--- config.mk ---
export PLATFORM = sky130hd
export DESIGN_NAME = tcw_front
export DESIGN_NICKNAME = d
export VERILOG_FILES = /design/src/rtl/tcw_pkg.sv /design/src/rtl/tcw_front.sv
export SDC_FILE = /design/constraint.sdc
export NUM_CORES = 1
export LEC_CHECK = 0
export BUFFER_PORTS_ARGS = -buffer_cell sky130_fd_sc_hd__buf_2
export CORE_AREA = 2 2 39 41
export DETAILED_ROUTE_END_ITERATION = 10
export DIE_AREA = 0 0 41 43
export PLACE_DENSITY_LB_ADDON = 0.15
export SKIP_LAST_GASP = 1
export SYNTH_ARGS = -nofsm -noshare
export SYNTH_HDL_FRONTEND = slang
export SYNTH_SLANG_ARGS = --single-unit
--- constraint.sdc ---
create_clock -name vclk -period 1.5
set_input_delay 0.075 -clock vclk [all_inputs]
set_output_delay 0.075 -clock vclk [all_outputs]
set_load 0.05 [all_outputs]
--- src/rtl/tcw_pkg.sv ---
// shared types, codes and constants of the text console writer
package tcw_pkg;

  localparam int DEF_COLUMNS  = 80;
  localparam int DEF_ROWS     = 25;
  localparam int ACTION_W     = 2;
  localparam int CHAR_W       = 8;
  localparam int CELL_INDEX_W = 11;
  localparam int CURSOR_W     = 11;
  localparam int CELL_W       = 16;
  localparam int ATTR_W       = 8;
  localparam int IDX_CMP_W    = 13;
  localparam int QDEPTH       = 4;

  localparam logic [ACTION_W-1:0] ACT_PUT   = 2'd0;
  localparam logic [ACTION_W-1:0] ACT_CLEAR = 2'd1;
  localparam logic [ACTION_W-1:0] ACT_READ  = 2'd2;

  localparam logic [CHAR_W-1:0] CH_BACKSPACE = 8'h08;
  localparam logic [CHAR_W-1:0] CH_NEWLINE   = 8'h0A;
  localparam logic [CHAR_W-1:0] CH_SPACE     = 8'h20;

  localparam logic [ATTR_W-1:0] RESET_ATTR  = 8'h0F;
  localparam logic [CELL_W-1:0] RESET_BLANK = {RESET_ATTR, CH_SPACE};

  typedef struct packed {
    logic [ACTION_W-1:0]     action;
    logic [CHAR_W-1:0]       char_code;
    logic [CELL_INDEX_W-1:0] cell_index;
  } item_t;

  typedef struct packed {
    logic [CURSOR_W-1:0] cursor_position;
    logic [CELL_W-1:0]   cell_value;
    logic                scrolled;
  } result_t;

  typedef enum logic [2:0] {
    CMD_CHAR,
    CMD_BACKSPACE,
    CMD_NEWLINE,
    CMD_CLEAR,
    CMD_READ,
    CMD_NOP
  } cmd_kind_t;

  typedef struct packed {
    cmd_kind_t               kind;
    logic [CHAR_W-1:0]       ch;
    logic [CELL_INDEX_W-1:0] idx;
    logic                    idx_ok;
  } cmd_t;

  typedef struct packed {
    logic init_busy;
  } back_status_t;

  typedef enum logic [2:0] {
    ST_INIT,
    ST_IDLE,
    ST_CHAR_WR,
    ST_READ_OUT,
    ST_CLEAR,
    ST_SCROLL_COPY,
    ST_SCROLL_DRAIN,
    ST_SCROLL_FILL
  } back_state_t;

endpackage

--- src/rtl/tcw_front.sv ---
// front end: accepts input words and classifies them into commands
module tcw_front #(
  parameter int COLUMNS = tcw_pkg::DEF_COLUMNS,
  parameter int ROWS    = tcw_pkg::DEF_ROWS
) (
  input  logic                   item_valid,
  output logic                   item_stall,
  input  tcw_pkg::item_t         item,
  input  tcw_pkg::back_status_t  status,
  input  logic                   q_full,
  output logic                   push,
  output tcw_pkg::cmd_t          push_cmd
);
  import tcw_pkg::*;

  localparam int NCELLS = ROWS * COLUMNS;

  assign item_stall = q_full || status.init_busy;
  assign push       = item_valid && !item_stall;

  always_comb begin
    push_cmd.ch     = item.char_code;
    push_cmd.idx    = item.cell_index;
    push_cmd.idx_ok = (IDX_CMP_W'(item.cell_index) < IDX_CMP_W'(NCELLS));
    case (item.action)
      ACT_PUT: begin
        if (item.char_code == CH_BACKSPACE) begin
          push_cmd.kind = CMD_BACKSPACE;
        end else if (item.char_code == CH_NEWLINE) begin
          push_cmd.kind = CMD_NEWLINE;
        end else begin
          push_cmd.kind = CMD_CHAR;
        end
      end
      ACT_CLEAR: push_cmd.kind = CMD_CLEAR;
      ACT_READ:  push_cmd.kind = CMD_READ;
      default:   push_cmd.kind = CMD_NOP;
    endcase
  end

endmodule

==> impl_metrics.json <==
{
  "netlist_instances": 31,
  "static-leakage-power_nw": 0.198,
  "synth_commonest_cells": "sky130_fd_sc_hd__buf_4 (19), sky130_fd_sc_hd__inv_1 (3)",
  "initial_utilization_pct": 17.1,
  "worst_path_most_repeated_cell": "sky130_fd_sc_hd__buf_2",
  "final-seq-area_um2": 0,
  "cts-resized-gates": 0,
  "drt.antenna.violating_nets": 0,
  "detailedRoute.firstPassIterationCount": 1,
  "floorplan.io_pins": 49,
  "mappedNetlistArea_um2": 236,
  "final_layout_size_suffix_gt1_share_pct": 88.5,
  "p_per_area_nw_per_um2": 545,
  "routed-via-count": 281,
  "place_hpwl_um": 591,
  "gp_routability_congestion": 0.653,
  "hold_buffer_count_at_cts": 0,
  "worst-endpoint-arrival_ns": 1.26,
  "nFlopsAndLatches": 0,
  "drt_iter0_markers": 0,
  "antenna_found_initial": 0,
  "finalHoldViolations": 0,
  "yosys.cell_count.top_type": "sky130_fd_sc_hd__buf_4",
  "timing.critical_path.slowest_stage_cell": "sky130_fd_sc_hd__or4_4",
  "viasPerCell": 4.13,
  "fin_tns_setup_ns": 0,
  "gr-usage-all-layers_pct": 6.59,
  "area_delta_synth_final_pct": 33.3,
  "drt-wirelength-per-cell_um": 8.75,
  "die-width_um": 41,
  "worst-slew-pin-transition_ns": 0.262,
  "worst_setup_path_start_kind": "input port",
  "fin_crit_sh_pct": 88.9,
  "irDropWorstVdd_mv": 0.152,
  "yosysUniqueCellTypes": 11,
  "rsz_0062_raised_after_global_routing": "no",
  "globalRouteOverflowTotal": 0,
  "setup.worst_path.end_class": "primary output",
  "syn_avg_cell_area_um2": 7.63,
  "critical_path.top_delay_family": "simple AND/OR/NAND/NOR gates",
  "synth_area_leader_cell": "sky130_fd_sc_hd__buf_4",
  "yosys_warnings": 0,
  "synthDominantCellAreaShare_pct": 60.3,
  "critPathMaxStageDelay_ns": 0.54,
  "run_status": "finished clean",
  "grt_max_degree": 4,
  "buffers_inverters_on_critical_path": 2,
  "cp_max_fo": 2,
  "core-area_um2": 1380,
  "worst_ep_required_time_ns": 1.42,
  "worst-setup-path-type": "in2out",
  "drv.max_cap_violation_count": 0,
  "max_slew_margin_pct": 82.6,
  "layout_min_cycle_time_ns": 1.33,
  "report.final.slew_viol_count": 0,
  "fp.dieArea_um2": 1760,
  "finish.net_count": 78,
  "cts_setup_buffers": 0,
  "std_cell_rows": 14,
  "buffer_ports.inserted": 41,
  "ys_top_cells_by_area": "sky130_fd_sc_hd__buf_4 (60%), sky130_fd_sc_hd__o32ai_2 (6.9%), sky130_fd_sc_hd__or4b_4 (5.8%)",
  "grt_first_pass_wirelength_um": 862,
  "finalSetupViolations": 0,
  "die_h_um": 43,
  "placedCellCount": 68,
  "achievable-frequency_mhz": 750,
  "hold_path_class": "in2out",
  "nClkBuffers": 0,
  "totalWireLength_um": 595,
  "critical_path.cell_chain": "buf_2 > or4_4 > o32ai_2 > buf_2",
  "antennaDiodeCount": 0,
  "drcViolationCount": 0,
  "first_global_vias": 252,
  "yosysSeqAreaShare_pct": 0,
  "synth_fp_nets": 55,
  "instances_no_fill": 68
}
-- layout by cell type, fill, tap and decap left out --
master	count
sky130_fd_sc_hd__o32ai_2	1
sky130_fd_sc_hd__and3_1	1
sky130_fd_sc_hd__o31ai_2	1
sky130_fd_sc_hd__inv_1	3
sky130_fd_sc_hd__nor2_1	1
sky130_fd_sc_hd__or2_2	1
sky130_fd_sc_hd__o2111ai_1	1
sky130_fd_sc_hd__or4b_4	1
sky130_fd_sc_hd__buf_2	41
sky130_fd_sc_hd__or4_4	1
-- area by class of cell --
class                           count  area, um^2
Tap cell                           16        20.0
Fill cell                         145        1070
Inverter                            3        11.3
Multi-Input combinational cell      8        78.8
Timing Repair Buffer               41         205
-- metal layers --
| layer | global-route usage, % | vias to the layer above | share of wire (%) |
|---|---|---|---|
| met5 | 0 | - | 0 |
| met4 | 0 | 0 | 0 |
| met3 | 2.09 | 0 | 22 |
| met2 | 15.6 | 38 | 54 |
| met1 | 3.80 | 117 | 24 |
| li1 | - | 126 | - |
-- worst paths after layout --
| path | startpoint | endpoint | slack (ns) | cells past startpoint |
|---|---|---|---|---|
| worst max-delay path | item[16] | push_cmd[21] | 0.17 | 4 |
| worst min-delay path | item[2] | push_cmd[3] | 0.15 | 0 |
-- through the flow --
| stage | cell area, um^2 | hold WS, ns | util, % | total power, mW | worst slack [ns] |
|---|---|---|---|---|---|
| after floorplan | 236 | 0.317 | - | 0.175 | 0.0223 |
| after global placement | 315 | 0.150 | 22.8 | 0.174 | 0.158 |
| after detailed placement | 315 | 0.150 | 22.8 | 0.173 | 0.163 |
| after CTS | 315 | 0.150 | 22.8 | 0.173 | 0.159 |
| after global routing | 315 | 0.150 | 22.8 | 0.181 | 0.136 |
| final | 315 | 0.150 | 22.8 | 0.172 | 0.167 |
-- cells by family after synthesis --
logic type / after synthesis / share of synthesized area [%]
and+or+nand+nor: 5 / 17.5
AOI/OAI and AO/OA: 3 / 15.9
buffers and inverters: 23 / 66.7
-- report_power, final --
group	internal (mW)	leakage, nW	switching, mW
combinational	0.0440	0.198	0.128
sequential	0	0	0
clock	0	0	0
total	0.0440	0.198	0.128
No activity file was read; power rests on OpenSTA's default activity.
