## src/rtl/tcw_pkg.sv

```systemverilog
// shared types, codes and constants of the text console writer
package tcw_pkg;

  localparam int DEF_COLUMNS  = 80;
  localparam int DEF_ROWS     = 25;
  localparam int ACTION_W     = 2;
  localparam int CHAR_W       = 8;
  localparam int CELL_INDEX_W = 11;
  localparam int CURSOR_W     = 11;
  localparam int CELL_W       = 16;
  localparam int ATTR_W       = 8;
  localparam int IDX_CMP_W    = 13;
  localparam int QDEPTH       = 4;

  localparam logic [ACTION_W-1:0] ACT_PUT   = 2'd0;
  localparam logic [ACTION_W-1:0] ACT_CLEAR = 2'd1;
  localparam logic [ACTION_W-1:0] ACT_READ  = 2'd2;

  localparam logic [CHAR_W-1:0] CH_BACKSPACE = 8'h08;
  localparam logic [CHAR_W-1:0] CH_NEWLINE   = 8'h0A;
  localparam logic [CHAR_W-1:0] CH_SPACE     = 8'h20;

  localparam logic [ATTR_W-1:0] RESET_ATTR  = 8'h0F;
  localparam logic [CELL_W-1:0] RESET_BLANK = {RESET_ATTR, CH_SPACE};

  typedef struct packed {
    logic [ACTION_W-1:0]     action;
    logic [CHAR_W-1:0]       char_code;
    logic [CELL_INDEX_W-1:0] cell_index;
  } item_t;

  typedef struct packed {
    logic [CURSOR_W-1:0] cursor_position;
    logic [CELL_W-1:0]   cell_value;
    logic                scrolled;
  } result_t;

  typedef enum logic [2:0] {
    CMD_CHAR,
    CMD_BACKSPACE,
    CMD_NEWLINE,
    CMD_CLEAR,
    CMD_READ,
    CMD_NOP
  } cmd_kind_t;

  typedef struct packed {
    cmd_kind_t               kind;
    logic [CHAR_W-1:0]       ch;
    logic [CELL_INDEX_W-1:0] idx;
    logic                    idx_ok;
  } cmd_t;

  typedef struct packed {
    logic init_busy;
  } back_status_t;

  typedef enum logic [2:0] {
    ST_INIT,
    ST_IDLE,
    ST_CHAR_WR,
    ST_READ_OUT,
    ST_CLEAR,
    ST_SCROLL_COPY,
    ST_SCROLL_DRAIN,
    ST_SCROLL_FILL
  } back_state_t;

endpackage

```

## src/rtl/tcw_queue.sv

```systemverilog
// command queue between front and back end
module tcw_queue (
  input  logic          clk,
  input  logic          rst,
  input  logic          push,
  input  tcw_pkg::cmd_t push_cmd,
  output logic          full,
  output logic          q_valid,
  output tcw_pkg::cmd_t q_cmd,
  input  logic          pop
);
  import tcw_pkg::*;

  localparam int PTR_W = $clog2(QDEPTH);

  cmd_t             entries [QDEPTH];
  logic [PTR_W-1:0] wr_ptr;
  logic [PTR_W-1:0] rd_ptr;
  logic [PTR_W:0]   count;

  assign full    = (count == (PTR_W+1)'(QDEPTH));
  assign q_valid = (count != '0);
  assign q_cmd   = entries[rd_ptr];

  always_ff @(posedge clk) begin
    if (rst) begin
      wr_ptr <= '0;
      rd_ptr <= '0;
      count  <= '0;
    end else begin
      if (push) begin
        wr_ptr <= wr_ptr + 1'b1;
      end
      if (pop) begin
        rd_ptr <= rd_ptr + 1'b1;
      end
      if (push && !pop) begin
        count <= count + 1'b1;
      end else if (pop && !push) begin
        count <= count - 1'b1;
      end
    end
  end

  always_ff @(posedge clk) begin
    if (push) begin
      entries[wr_ptr] <= push_cmd;
    end
  end

endmodule

```

## config.mk

```make
export PLATFORM = sky130hd
export DESIGN_NAME = tcw_queue
export DESIGN_NICKNAME = d
export VERILOG_FILES = /design/src/rtl/tcw_pkg.sv /design/src/rtl/tcw_queue.sv
export SDC_FILE = /design/constraint.sdc
export NUM_CORES = 1
export LEC_CHECK = 0
export ABC_AREA = 1
export BUFFER_PORTS_ARGS = -buffer_cell sky130_fd_sc_hd__buf_2
export CAP_MARGIN = 0
export CORE_ASPECT_RATIO = 1.25
export CORE_MARGIN = 2
export CORE_UTILIZATION = 44
export CTS_BUF_LIST = sky130_fd_sc_hd__clkbuf_16
export DETAILED_ROUTE_END_ITERATION = 8
export GPL_ROUTABILITY_DRIVEN = 0
export MAX_ROUTING_LAYER = met4
export PLACE_DENSITY_LB_ADDON = 0.2
export SYNTH_ARGS = -nofsm -noshare
export SYNTH_HDL_FRONTEND = slang
export SYNTH_SLANG_ARGS = --single-unit
```

## constraint.sdc

```tcl
create_clock -name clk -period 1.6 [get_ports clk]
set_input_delay 0 -clock clk [delete_from_list [all_inputs] [get_ports clk]]
set_output_delay 0 -clock clk [all_outputs]
set_load 0.02 [all_outputs]
```

==> flow_metrics.py <==
metrics = {
    "worst_setup_path": {
        "endpoint_kind": "output port",
        "worst-path-max-fanout": 22,
        "r2r_slack_ps": 360,
        "required_ps": 1600,
        "reg2reg_from": "count[0]$_SDFFE_PP0P_",
        "path_class": "flip-flop to output port",
        "reg2reg_depth": 7,
        "crit_arrival_ps": 1500,
        "path_cells": "buf_12 > o21ai_0 > o22ai_2 > buf_2",
        "reg2reg_to": "count[2]$_SDFFE_PP0P_",
        "cpPeakStageDelay_ps": 470,
        "slowest_stage": "dfxtp_4",
        "startpoint_type": "flip-flop",
        "endpoint": "q_cmd[18]",
    },
    "die": {
        "die_h_um": 113,
        "num_rows": 39,
        "io_pins": 52,
        "die_area_mm2": 0.0103,
        "core_area_mm2": 0.00922,
        "fp.dieW_um": 91.3,
        "floorplan.initialDensity_pct": 45.4,
    },
    "grt": {
        "antenna_found_initial": 0,
        "grt_start_max_net_pins": 47,
        "grt_pass1_wl_um": 12000,
        "grt_usage_pct": 16.0,
        "grt_overflow": 0,
        "grt_pass1_vias": 2381,
    },
    "cts": {
        "worstSkewPairLatency_ps": 340,
        "cts_tree": "yes",
        "clk_pin_slew_ps": 60,
        "clockBufferDepth": 2,
        "clock-root-buffer": "clkbuf_16",
        "cts_buffers": 9,
        "cts_sinks": 101,
        "htree_num_levels": 3,
    },
    "layout": {
        "drive_gt1_share_pct": 37.1,
        "mostFrequentLayoutCell": "edfxtp_1",
        "areaGrowthSynthToFinish_pct": 22.7,
        "layout_common_cells": "edfxtp_1 (92), buf_2 (51), o21ai_0 (33)",
        "n_antenna_cell": 0,
        "n_fill_cell": 756,
        "instances_no_fill": 495,
        "nets": 400,
    },
    "logic_synthesis": {
        "synth-seq-cells": 101,
        "syn_nets": 314,
        "ys_seq_area_share_pct": 70.3,
        "synth_area_per_cell_um2": 14.9,
        "synthDistinctLibCells": 27,
        "syn_area_mm2": 0.00419,
        "syn_inst": 281,
        "ys_warn_count": 0,
    },
    "route": {
        "route.detailed.drc": 0,
        "num_vias": 2397,
        "vias_per_cell": 4.84,
        "routedWlPerCell_um": 15.0,
        "drt_iter0_markers": 94,
        "first_pass_iters": 4,
        "antenna_left": 0,
        "drt-total-wl_um": 7400,
    },
    "sta": {
        "finalSetupTns_ps": 0,
        "tightest_slew_ps": 270,
        "setup-violations-final": 0,
        "rsz0062_at_grt": "false",
        "hold_viol_final": 0,
        "drv_slew": 0,
        "max_freq_ghz": 0.665,
        "fin_hold_ws_ps": 367,
        "skew_ps": 4.90,
        "relSlewSlack_pct": 81.8,
        "min_period_over_period_pct": 93.9,
        "post-route-min-period_ps": 1500,
    },
    "power_and_ir_drop": {
        "p_total_w": 0.00588,
        "p_leak_nw": 1.89,
        "power_density_mw_per_mm2": 1140,
        "peakVddDrop_mv": 0.678,
    },
    "place": {
        "io_buffers": 51,
        "dp.cells": 452,
        "dp_hpwl_um": 4640,
    },
    "hold_path": {
        "hold_class": "primary input to flip-flop",
    },
    "run_status": {
        "status": "complete, no violations",
    },
    "run": {
        "cap_violations": 0,
    },
}
==> synth_stat cells <==
cell	number	share of area, %
fa_1	1	0.48
inv_12	1	0.39
buf_8	1	0.36
clkbuf_4	3	0.54
buf_2	2	0.24
nor3_1	1	0.12
buf_6	1	0.27
nand3_1	1	0.12
o21ai_0	34	4.1
nor2_4	6	1.6
nand4_1	1	0.15
nor2_1	30	2.7
edfxtp_1	92	66
o21ai_2	17	3.6
a21oi_1	3	0.36
ha_1	5	1.5
nor2_2	17	2.5
buf_4	1	0.18
inv_2	4	0.36
xor2_1	1	0.21
buf_12	4	1.9
inv_1	12	1.1
dlymetal6s2s_1	1	0.30
nand2_1	10	0.90
o22ai_1	7	1.0
o22ai_2	16	4.8
dfxtp_1	9	4.3
==> state kept, by name (all words and copies together) (netlist names), named ones only <==
name and flops:
count 3, entries 92, rd_ptr 2, wr_ptr 2
==> through the flow <==
| stage | utilization (%) | setup slack, ps | cell area, um^2 |
|---|---|---|---|
| after floorplan | - | 172 | 4190 |
| after global placement | 49.6 | 335 | 4580 |
| after detailed placement | 49.6 | 277 | 4580 |
| after CTS | 55.5 | 36.4 | 5120 |
| after global routing | 55.7 | 33.5 | 5140 |
| final | 55.7 | 97.0 | 5140 |
==> layout make-up <==
class / count / area [um^2] / area share, %
Multi-Input combinational cell: 150 / 1010 / 19.7
Clock inverter: 7 / 57.6 / 1.12
Tap cell: 123 / 154 / 3.00
Sequential cell: 101 / 2950 / 57.4
Inverter: 17 / 80.1 / 1.56
Clock buffer: 9 / 225 / 4.38
Timing Repair Buffer: 88 / 664 / 12.9
==> worst min path at each step <==
stage               slack [ps]  cells after the start  start               endpoint
global route               370                      3    rst  count[0]$_SDFFE_PP0P_
detailed placement         180                      2    rst  count[0]$_SDFFE_PP0P_
CTS                        360                      3    rst  count[0]$_SDFFE_PP0P_
floorplan                   70                      1    rst  count[0]$_SDFFE_PP0P_
global placement           170                      2    rst  count[0]$_SDFFE_PP0P_
finish                     370                      3    rst  count[0]$_SDFFE_PP0P_
==> logic make-up (layout without fill, tap and decap cells) <==
logic type | count (synthesis) | count (layout) | synth area share (%)
XOR/XNOR | 1 | 1 | 0.209
AND/OR/NAND/NOR | 66 | 66 | 8.13
buffers and inverters | 30 | 121 | 5.62
adder cells (fa/ha/maj) | 6 | 6 | 1.97
AO/OA/AOI/OAI | 77 | 77 | 13.8
flip-flops | 101 | 101 | 70.3
==> timing repair <==
item                       CTS  global route
setup endpoints to repair   14             4
hold endpoints to repair    98             0
resized for setup            1             3
setup buffers                0             1
hold buffers                26             0
==> power by group <==
group | leakage [nW] | switching (W) | total, W | internal (W)
sequential | 0.920 | 0.0000541 | 0.00306 | 0.00301
combinational | 0.826 | 0.000471 | 0.000774 | 0.000303
clock | 0.148 | 0.000857 | 0.00205 | 0.00119
total | 1.89 | 0.00138 | 0.00588 | 0.00450
==> worst max-delay path, delay by kind of cell (launching register included) <==
family          cells  cell delay, ps
compound gates      2             300
flops               1             470
buf+inv             2             380
==> layer usage <==
metal / routed length [um] / GRT usage (%)
met1: 3190 / 19.2
met2: 3870 / 26.4
met3: 234 / 3.40
met4: 106 / 6.36
met5: 0 / -
(Power assumes the default switching activity.)
